## src/hw/rtl/hrmp_pkg.sv

```systemverilog
package hrmp_pkg;

  // Flag bits in the first byte of a measurement packet
  localparam int unsigned FlagWideBit   = 0;
  localparam int unsigned FlagEnergyBit = 3;
  localparam int unsigned FlagRrBit     = 4;

  // RR interval scaling: ms = (raw * 1000 + 512) >> 10
  localparam int unsigned RrScale    = 1000;
  localparam int unsigned RrRound    = 512;
  localparam int unsigned RrShift    = 10;
  localparam int unsigned RawWidth   = 16;
  localparam int unsigned ScaleWidth = 10;
  localparam int unsigned ProdWidth  = RawWidth + ScaleWidth;

  typedef enum logic [1:0] {
    KIND_RATE = 2'd0,
    KIND_RR   = 2'd1,
    KIND_END  = 2'd2
  } kind_t;

  // Parser position inside the packet, one-hot
  typedef enum logic [7:0] {
    PH_FLAGS   = 8'b0000_0001,
    PH_RATE_LO = 8'b0000_0010,
    PH_RATE_HI = 8'b0000_0100,
    PH_EN_LO   = 8'b0000_1000,
    PH_EN_HI   = 8'b0001_0000,
    PH_RR_LO   = 8'b0010_0000,
    PH_RR_HI   = 8'b0100_0000,
    PH_DRAIN   = 8'b1000_0000
  } phase_t;

  // Convert a raw RR interval in 1/1024 s units to milliseconds
  function automatic logic [15:0] rr_to_ms(input logic [RawWidth-1:0] raw);
    logic [ProdWidth-1:0] prod;
    prod = ProdWidth'(raw) * ProdWidth'(RrScale) + ProdWidth'(RrRound);
    return prod[RrShift +: 16];
  endfunction

endpackage

```

## src/hw/rtl/hrmp_if.sv

```systemverilog
interface hrmp_byte_if;
  logic       valid;
  logic       ready;
  logic [7:0] data_byte;
  logic       end_of_packet;

  modport source (output valid, output data_byte, output end_of_packet, input ready);
  modport sink   (input valid, input data_byte, input end_of_packet, output ready);
endinterface

interface hrmp_result_if;
  import hrmp_pkg::*;
  logic        valid;
  logic        ready;
  kind_t       kind;
  logic [15:0] value;
  logic        last;

  modport source (output valid, output kind, output value, output last, input ready);
  modport sink   (input valid, input kind, input value, input last, output ready);
endinterface

```

## src/hw/rtl/heart_rate_measurement_parser_top.sv

```systemverilog
// Channel | Dir | Payload                      | Beat
// in_ch   | in  | data_byte[7:0], end_of_packet | one packet byte
// out_ch  | out | kind[1:0], value[15:0], last | one parsed value or end marker
//
// One byte per cycle sustained while out_ch is ready; each byte passes through the input
// register and its result through the output register.
// The RR conversion (16x10 multiply, add, shift) sits between those two registers.
// Synchronous active-low reset returns the parser to expect a flags byte.
// A stalled output holds the input register; in_ch.ready drops only while
// the input register is full and cannot move on.
module heart_rate_measurement_parser_top (
  input  logic          clk,
  input  logic          rst_n,
  hrmp_byte_if.sink     in_ch,
  hrmp_result_if.source out_ch
);
  import hrmp_pkg::*;

  // Input register
  logic       in_valid_r, in_valid_nxt;
  logic [7:0] in_byte_r;
  logic       in_eop_r;

  // Parser state
  phase_t     phase_r, phase_nxt;
  logic       wide_r, wide_nxt;
  logic       energy_r, energy_nxt;
  logic       rr_r, rr_nxt;
  logic [7:0] hold_r, hold_nxt;

  // Output register
  logic        out_valid_r, out_valid_nxt;
  kind_t       out_kind_r, out_kind_nxt;
  logic [15:0] out_value_r, out_value_nxt;
  logic        out_last_r, out_last_nxt;

  logic   slot_free;
  logic   proc;
  logic   have;
  kind_t  res_kind;
  logic [15:0] res_value;
  phase_t after_rate;
  phase_t after_energy;

  // Advance the input register whenever the output slot is free or draining
  assign slot_free   = !out_valid_r || out_ch.ready;
  assign proc        = in_valid_r && slot_free;
  assign in_ch.ready = !in_valid_r || slot_free;

  assign after_rate   = energy_r ? PH_EN_LO : (rr_r ? PH_RR_LO : PH_DRAIN);
  assign after_energy = rr_r ? PH_RR_LO : PH_DRAIN;

  // Parse the registered byte
  always_comb begin
    phase_nxt  = phase_r;
    wide_nxt   = wide_r;
    energy_nxt = energy_r;
    rr_nxt     = rr_r;
    hold_nxt   = hold_r;
    have       = 1'b0;
    res_kind   = KIND_RATE;
    res_value  = '0;
    unique case (phase_r)
      PH_FLAGS: begin
        wide_nxt   = in_byte_r[FlagWideBit];
        energy_nxt = in_byte_r[FlagEnergyBit];
        rr_nxt     = in_byte_r[FlagRrBit];
        phase_nxt  = PH_RATE_LO;
      end
      PH_RATE_LO: begin
        if (wide_r) begin
          hold_nxt  = in_byte_r;
          phase_nxt = PH_RATE_HI;
        end else begin
          have      = 1'b1;
          res_value = {8'd0, in_byte_r};
          phase_nxt = after_rate;
        end
      end
      PH_RATE_HI: begin
        have      = 1'b1;
        res_value = {in_byte_r, hold_r};
        phase_nxt = after_rate;
      end
      PH_EN_LO: phase_nxt = PH_EN_HI;
      PH_EN_HI: phase_nxt = after_energy;
      PH_RR_LO: begin
        hold_nxt  = in_byte_r;
        phase_nxt = PH_RR_HI;
      end
      PH_RR_HI: begin
        have      = 1'b1;
        res_kind  = KIND_RR;
        res_value = rr_to_ms({in_byte_r, hold_r});
        phase_nxt = PH_RR_LO;
      end
      PH_DRAIN: phase_nxt = PH_DRAIN;
      default:  phase_nxt = PH_FLAGS;
    endcase
    // Drop all packet state on the final byte
    if (in_eop_r) begin
      phase_nxt  = PH_FLAGS;
      wide_nxt   = 1'b0;
      energy_nxt = 1'b0;
      rr_nxt     = 1'b0;
      hold_nxt   = '0;
    end
    if (in_eop_r && !have) begin
      res_kind  = KIND_END;
      res_value = '0;
    end
  end

  // Load the output register
  always_comb begin
    out_valid_nxt = out_valid_r && !out_ch.ready;
    out_kind_nxt  = out_kind_r;
    out_value_nxt = out_value_r;
    out_last_nxt  = out_last_r;
    if (proc && (have || in_eop_r)) begin
      out_valid_nxt = 1'b1;
      out_kind_nxt  = res_kind;
      out_value_nxt = res_value;
      out_last_nxt  = in_eop_r;
    end
  end

  assign in_valid_nxt = in_ch.ready ? in_ch.valid : in_valid_r;

  always_ff @(posedge clk) begin
    if (!rst_n) begin
      in_valid_r  <= 1'b0;
      out_valid_r <= 1'b0;
      phase_r     <= PH_FLAGS;
      wide_r      <= 1'b0;
      energy_r    <= 1'b0;
      rr_r        <= 1'b0;
      hold_r      <= '0;
    end else begin
      in_valid_r  <= in_valid_nxt;
      out_valid_r <= out_valid_nxt;
      if (proc) begin
        phase_r  <= phase_nxt;
        wide_r   <= wide_nxt;
        energy_r <= energy_nxt;
        rr_r     <= rr_nxt;
        hold_r   <= hold_nxt;
      end
    end
  end

  // Capture payload
  always_ff @(posedge clk) begin
    if (in_ch.ready && in_ch.valid) begin
      in_byte_r <= in_ch.data_byte;
      in_eop_r  <= in_ch.end_of_packet;
    end
    out_kind_r  <= out_kind_nxt;
    out_value_r <= out_value_nxt;
    out_last_r  <= out_last_nxt;
  end

  assign out_ch.valid = out_valid_r;
  assign out_ch.kind  = out_kind_r;
  assign out_ch.value = out_value_r;
  assign out_ch.last  = out_last_r;

  // A processed final byte always leaves the parser expecting flags
  a_eop_resets: assert property (@(posedge clk) disable iff (!rst_n)
    proc && in_eop_r |=> phase_r == PH_FLAGS && !wide_r && !energy_r && !rr_r)
    else $error("parser state not cleared after final byte");

  // A processed final byte always produces a result
  a_eop_result: assert property (@(posedge clk) disable iff (!rst_n)
    proc && in_eop_r |=> out_valid_r && out_last_r)
    else $error("final byte gave no last result");

  // End marker carries zero and closes the packet
  a_end_marker: assert property (@(posedge clk) disable iff (!rst_n)
    out_valid_r && out_kind_r == KIND_END |-> out_value_r == 16'd0 && out_last_r)
    else $error("malformed end marker");

  // Scaled RR interval cannot exceed 64000 ms
  a_rr_range: assert property (@(posedge clk) disable iff (!rst_n)
    out_valid_r && out_kind_r == KIND_RR |-> out_value_r <= 16'd64000)
    else $error("RR interval out of range");

  // Backpressure only while a byte is held
  a_ready_low: assert property (@(posedge clk) disable iff (!rst_n)
    !in_ch.ready |-> in_valid_r && out_valid_r)
    else $error("input stalled without cause");

endmodule

```

## src/flat_wrapper.sv

```systemverilog
// flat-port wrapper written by rule: the top's interface ports become plain ports
module heart_rate_measurement_parser_top_flat import hrmp_pkg::*;
  (clk, rst_n, in_ch_valid, in_ch_data_byte, in_ch_end_of_packet, in_ch_ready, out_ch_valid, out_ch_kind, out_ch_value, out_ch_last, out_ch_ready);
  hrmp_byte_if in_ch_i ();
  hrmp_result_if out_ch_i ();
  input  logic clk;
  input  logic rst_n;
  input wire logic [$bits(in_ch_i.valid)-1:0] in_ch_valid;
  input wire logic [$bits(in_ch_i.data_byte)-1:0] in_ch_data_byte;
  input wire logic [$bits(in_ch_i.end_of_packet)-1:0] in_ch_end_of_packet;
  output wire logic [$bits(in_ch_i.ready)-1:0] in_ch_ready;
  output wire logic [$bits(out_ch_i.valid)-1:0] out_ch_valid;
  output wire logic [$bits(out_ch_i.kind)-1:0] out_ch_kind;
  output wire logic [$bits(out_ch_i.value)-1:0] out_ch_value;
  output wire logic [$bits(out_ch_i.last)-1:0] out_ch_last;
  input wire logic [$bits(out_ch_i.ready)-1:0] out_ch_ready;
  assign in_ch_i.valid = in_ch_valid;
  assign in_ch_i.data_byte = in_ch_data_byte;
  assign in_ch_i.end_of_packet = in_ch_end_of_packet;
  assign in_ch_ready = in_ch_i.ready;
  assign out_ch_valid = out_ch_i.valid;
  assign out_ch_kind = out_ch_i.kind;
  assign out_ch_value = out_ch_i.value;
  assign out_ch_last = out_ch_i.last;
  assign out_ch_i.ready = out_ch_ready;
  heart_rate_measurement_parser_top u_core (.clk(clk), .rst_n(rst_n), .in_ch(in_ch_i), .out_ch(out_ch_i));
endmodule
```

## config.mk

```make
export PLATFORM = sky130hd
export DESIGN_NAME = heart_rate_measurement_parser_top_flat
export DESIGN_NICKNAME = d
export VERILOG_FILES = /design/src/hw/rtl/hrmp_pkg.sv /design/src/hw/rtl/hrmp_if.sv /design/src/hw/rtl/heart_rate_measurement_parser_top.sv /design/src/flat_wrapper.sv
export SDC_FILE = /design/constraint.sdc
export NUM_CORES = 1
export LEC_CHECK = 0
export BUFFER_PORTS_ARGS = -buffer_cell sky130_fd_sc_hd__clkbuf_2
export CAP_MARGIN = 20
export CORE_ASPECT_RATIO = 1.75
export CORE_MARGIN = 1
export CORE_UTILIZATION = 40
export DETAILED_ROUTE_END_ITERATION = 6
export PLACE_DENSITY_LB_ADDON = 0.25
export SKIP_CTS_REPAIR_TIMING = 1
export SYNTH_ARGS = -nofsm -noshare
export SYNTH_HDL_FRONTEND = slang
export SYNTH_SLANG_ARGS = --single-unit
```

## constraint.sdc

```tcl
create_clock -name clk -period 9.8 [get_ports clk]
set_input_delay 0.49 -clock clk [delete_from_list [all_inputs] [get_ports clk]]
set_output_delay 0.49 -clock clk [all_outputs]
set_load 0.02 [all_outputs]
```

==> flow_summary.json <==
{
  "gr-total-overflow": 0,
  "r2r_start": "u_core.in_byte_r[3]",
  "start_util": 0.411,
  "synth_edf_count": 28,
  "holdPathStages": 1,
  "grt_usage": 0.206,
  "synthMostInstantiatedCell": "inv_1",
  "antenna_cells": 0,
  "clock_sinks": 49,
  "synth_top_area_cell": "fa_1",
  "netlist_instances": 540,
  "outcome": "completed",
  "via_per_inst": 5.50,
  "vias": 4074,
  "slowest_delay_ps": 660,
  "finalNetCount": 686,
  "rrSetupSlack_ps": 3910,
  "drv_cap": 0,
  "grt_pass1_vias": 4315,
  "setup_viol": 0,
  "ir_drop_mv": 0.0720,
  "clkPwrFrac": 0.169,
  "drive_gt1_frac": 0.112,
  "drt.antenna.violating_nets": 0,
  "syn_avg_cell_area_um2": 9.85,
  "timing.final.max_slew_violations": 0,
  "swShare": 0.453,
  "setup-tns-final_ps": 0,
  "pwr-share-seq": 0.224,
  "cts_tree": "done",
  "cts_root_buf": "clkbuf_16",
  "pwr-share-comb": 0.607,
  "io_pins": 34,
  "critPathMaxFanout": 9,
  "ys_top_cells_by_area": "fa_1 20%, edfxtp_1 16%, ha_1 12%, dfxtp_1 7.9%, inv_1 6.1%",
  "n_fill_cell": 1301,
  "grt_max_degree": 22,
  "hp-start": "in_ch_data_byte[4]",
  "path_clk_slew_ps": 70,
  "internal_power_uw": 564,
  "final-instance-count-excl-fill": 741,
  "place_hpwl_um": 11000,
  "power_switching_uw": 468,
  "ys_ff_latch": 49,
  "fin_crit_ps": 5890,
  "ys_warn_count": 0,
  "die_h_um": 155,
  "hold_viol": 0,
  "syn_area_um2": 5320,
  "gp_congestion": 0.863,
  "worstMarginPinSlew_ps": 759,
  "end_kind": "register",
  "slowest_stage": "edfxtp_1",
  "place_inst": 733,
  "worstPathArrival_ps": 5950,
  "area_growth_pct": 8.84,
  "finClkSkew_ps": 7.65,
  "synthTopCellsByCount": "86 x inv_1, 53 x fa_1, 51 x ha_1, 32 x nand2_1, 28 x edfxtp_1",
  "antenna_found_initial": 0,
  "async_reset_ff_frac": 0,
  "criticalPathCategory": "register to register",
  "routed_wl_um": 13000,
  "timing.rr.end": "u_core.out_ch.value[15]",
  "post-route-period-util": 0.601,
  "io_buffers": 33,
  "reg2regPathDepth": 18,
  "crit_required_ps": 9850,
  "grt_pass1_wl_um": 21600,
  "hold_path.class": "primary input to register",
  "avgRoutedWirePerCell_um": 17.6,
  "die_w_um": 89.2,
  "synth_top_area_frac": 0.199,
  "path_cells": "inv_1, fa_1, fa_1, inv_1, fa_1, inv_1, fa_1, inv_1, ha_1, nand4_2, or3_1, o22ai_2, nor2_1, a21oi_1, nor4_1, a311oi_1, xnor2_1, a22o_1",
  "power_mw": 1.03,
  "synth.distinct_cells": 76,
  "rsz0062_at_grt": "false",
  "drtIter0Drc": 159,
  "clock_latency_ps": 290,
  "critPathLaunchType": "register",
  "dieArea_um2": 13800,
  "clockBufferDepth": 2,
  "dr.pass1.iters": 4,
  "route.detailed.drc": 0,
  "p_per_area_nw_per_um2": 178,
  "coreArea_um2": 12900,
  "path_buf_inv": 4,
  "hold_end": "u_core.in_byte_r[4]",
  "row_count": 55,
  "seq_area_frac_synth": 0.237,
  "synthesis.nets": 657,
  "synth-main-ff-cell": "edfxtp_1",
  "cts_max_level": 2,
  "numCtsBuffers": 5,
  "cp_top_family": "adder cells",
  "fmax_mhz": 170,
  "slew_headroom": 0.493,
  "p_leak_nw": 2.42
}
## worst reg2reg max path, delay by kind of cell (launching register included)
family / cells / cell delay, ps
AO/OA/AOI/OAI: 4 / 1080
XOR/XNOR: 1 / 130
AND/OR/NAND/NOR: 4 / 870
flip-flops: 1 / 660
buffers and inverters: 4 / 420
adder cells (fa/ha/maj): 5 / 2510
## sequential cells by signal, summed over array words and instances, names as in the netlist
register and flops:
u_core.out_ch.value 16, u_core.in_byte_r 8, u_core.out_ch.last 1, u_core.in_eop_r 1
u_core.phase_r 8, u_core.out_ch.valid 1, u_core.hold_r 8, u_core.rr_r 1
u_core.out_ch.kind 2, u_core.energy_r 1, u_core.in_valid_r 1, u_core.wide_r 1
## logic make-up after synthesis
kind of cell,count (synthesis),share of synthesized area
buf+inv,99,0.0748
fa+ha+maj,104,0.319
xor+xnor,32,0.0541
flops,49,0.237
mux,1,0.00188
compound gates,118,0.161
simple gates,137,0.151
## metrics by stage
| step | utilization | worst slack (ps) | area (um2) | hold slack (ps) |
|---|---|---|---|---|
| global placement | 0.436 | 3930 | 5640 | 537 |
| global route | 0.447 | 3550 | 5790 | 359 |
| finish | 0.447 | 3910 | 5790 | 367 |
| floorplan | - | 4810 | 5320 | 505 |
| detailed placement | 0.436 | 3880 | 5640 | 545 |
| CTS | 0.447 | 3860 | 5790 | 361 |
## layer usage
layer	track usage	wire, um
met5	0	0
met2	0.400	7630
met4	0.0960	543
met1	0.214	4690
met3	0.0144	182
## how the worst max path moves through the flow
stage | startpoint | endpoint | cells past startpoint
CTS | u_core.in_byte_r[3] | u_core.out_ch.value[15] | 17
global route | u_core.in_byte_r[3] | u_core.out_ch.value[15] | 17
detailed placement | u_core.in_byte_r[3] | u_core.out_ch.value[15] | 17
floorplan | u_core.in_byte_r[3] | u_core.out_ch.value[15] | 19
global placement | u_core.in_byte_r[3] | u_core.out_ch.value[15] | 17
finish | u_core.in_byte_r[3] | u_core.out_ch.value[15] | 18
## power groups by stage
stage	logic [mW]	clock network (mW)	registers, mW
2_1_floorplan	0.487	0	0.234
3_3_place_gp	0.616	0	0.236
3_5_place_dp	0.626	0	0.236
4_1_cts	0.628	0.178	0.231
5_1_grt	0.688	0.183	0.232
6_report	0.626	0.174	0.231
## final cells by class
cell class	instances	area, um2	share of cell area
inverters	86	323	0.0558
multi-input cells	392	3660	0.632
flip-flops and latches	49	1260	0.218
clock buffers	5	125	0.0216
well taps	171	214	0.0370
repair buffers	35	180	0.0311
clock inverters	3	26.3	0.00454
## cell usage in the layout, fill, tap and decap left out, drive strengths merged, types with 19 or more instances in the layout
master and instances:
inv 87, fa 53, ha 51, clkbuf 38
nand2 32, o21ai 30, edfxtp 28, dfxtp 21
xnor2 21, a22oi 19
Note: power is estimated with default switching activity, not from simulation.
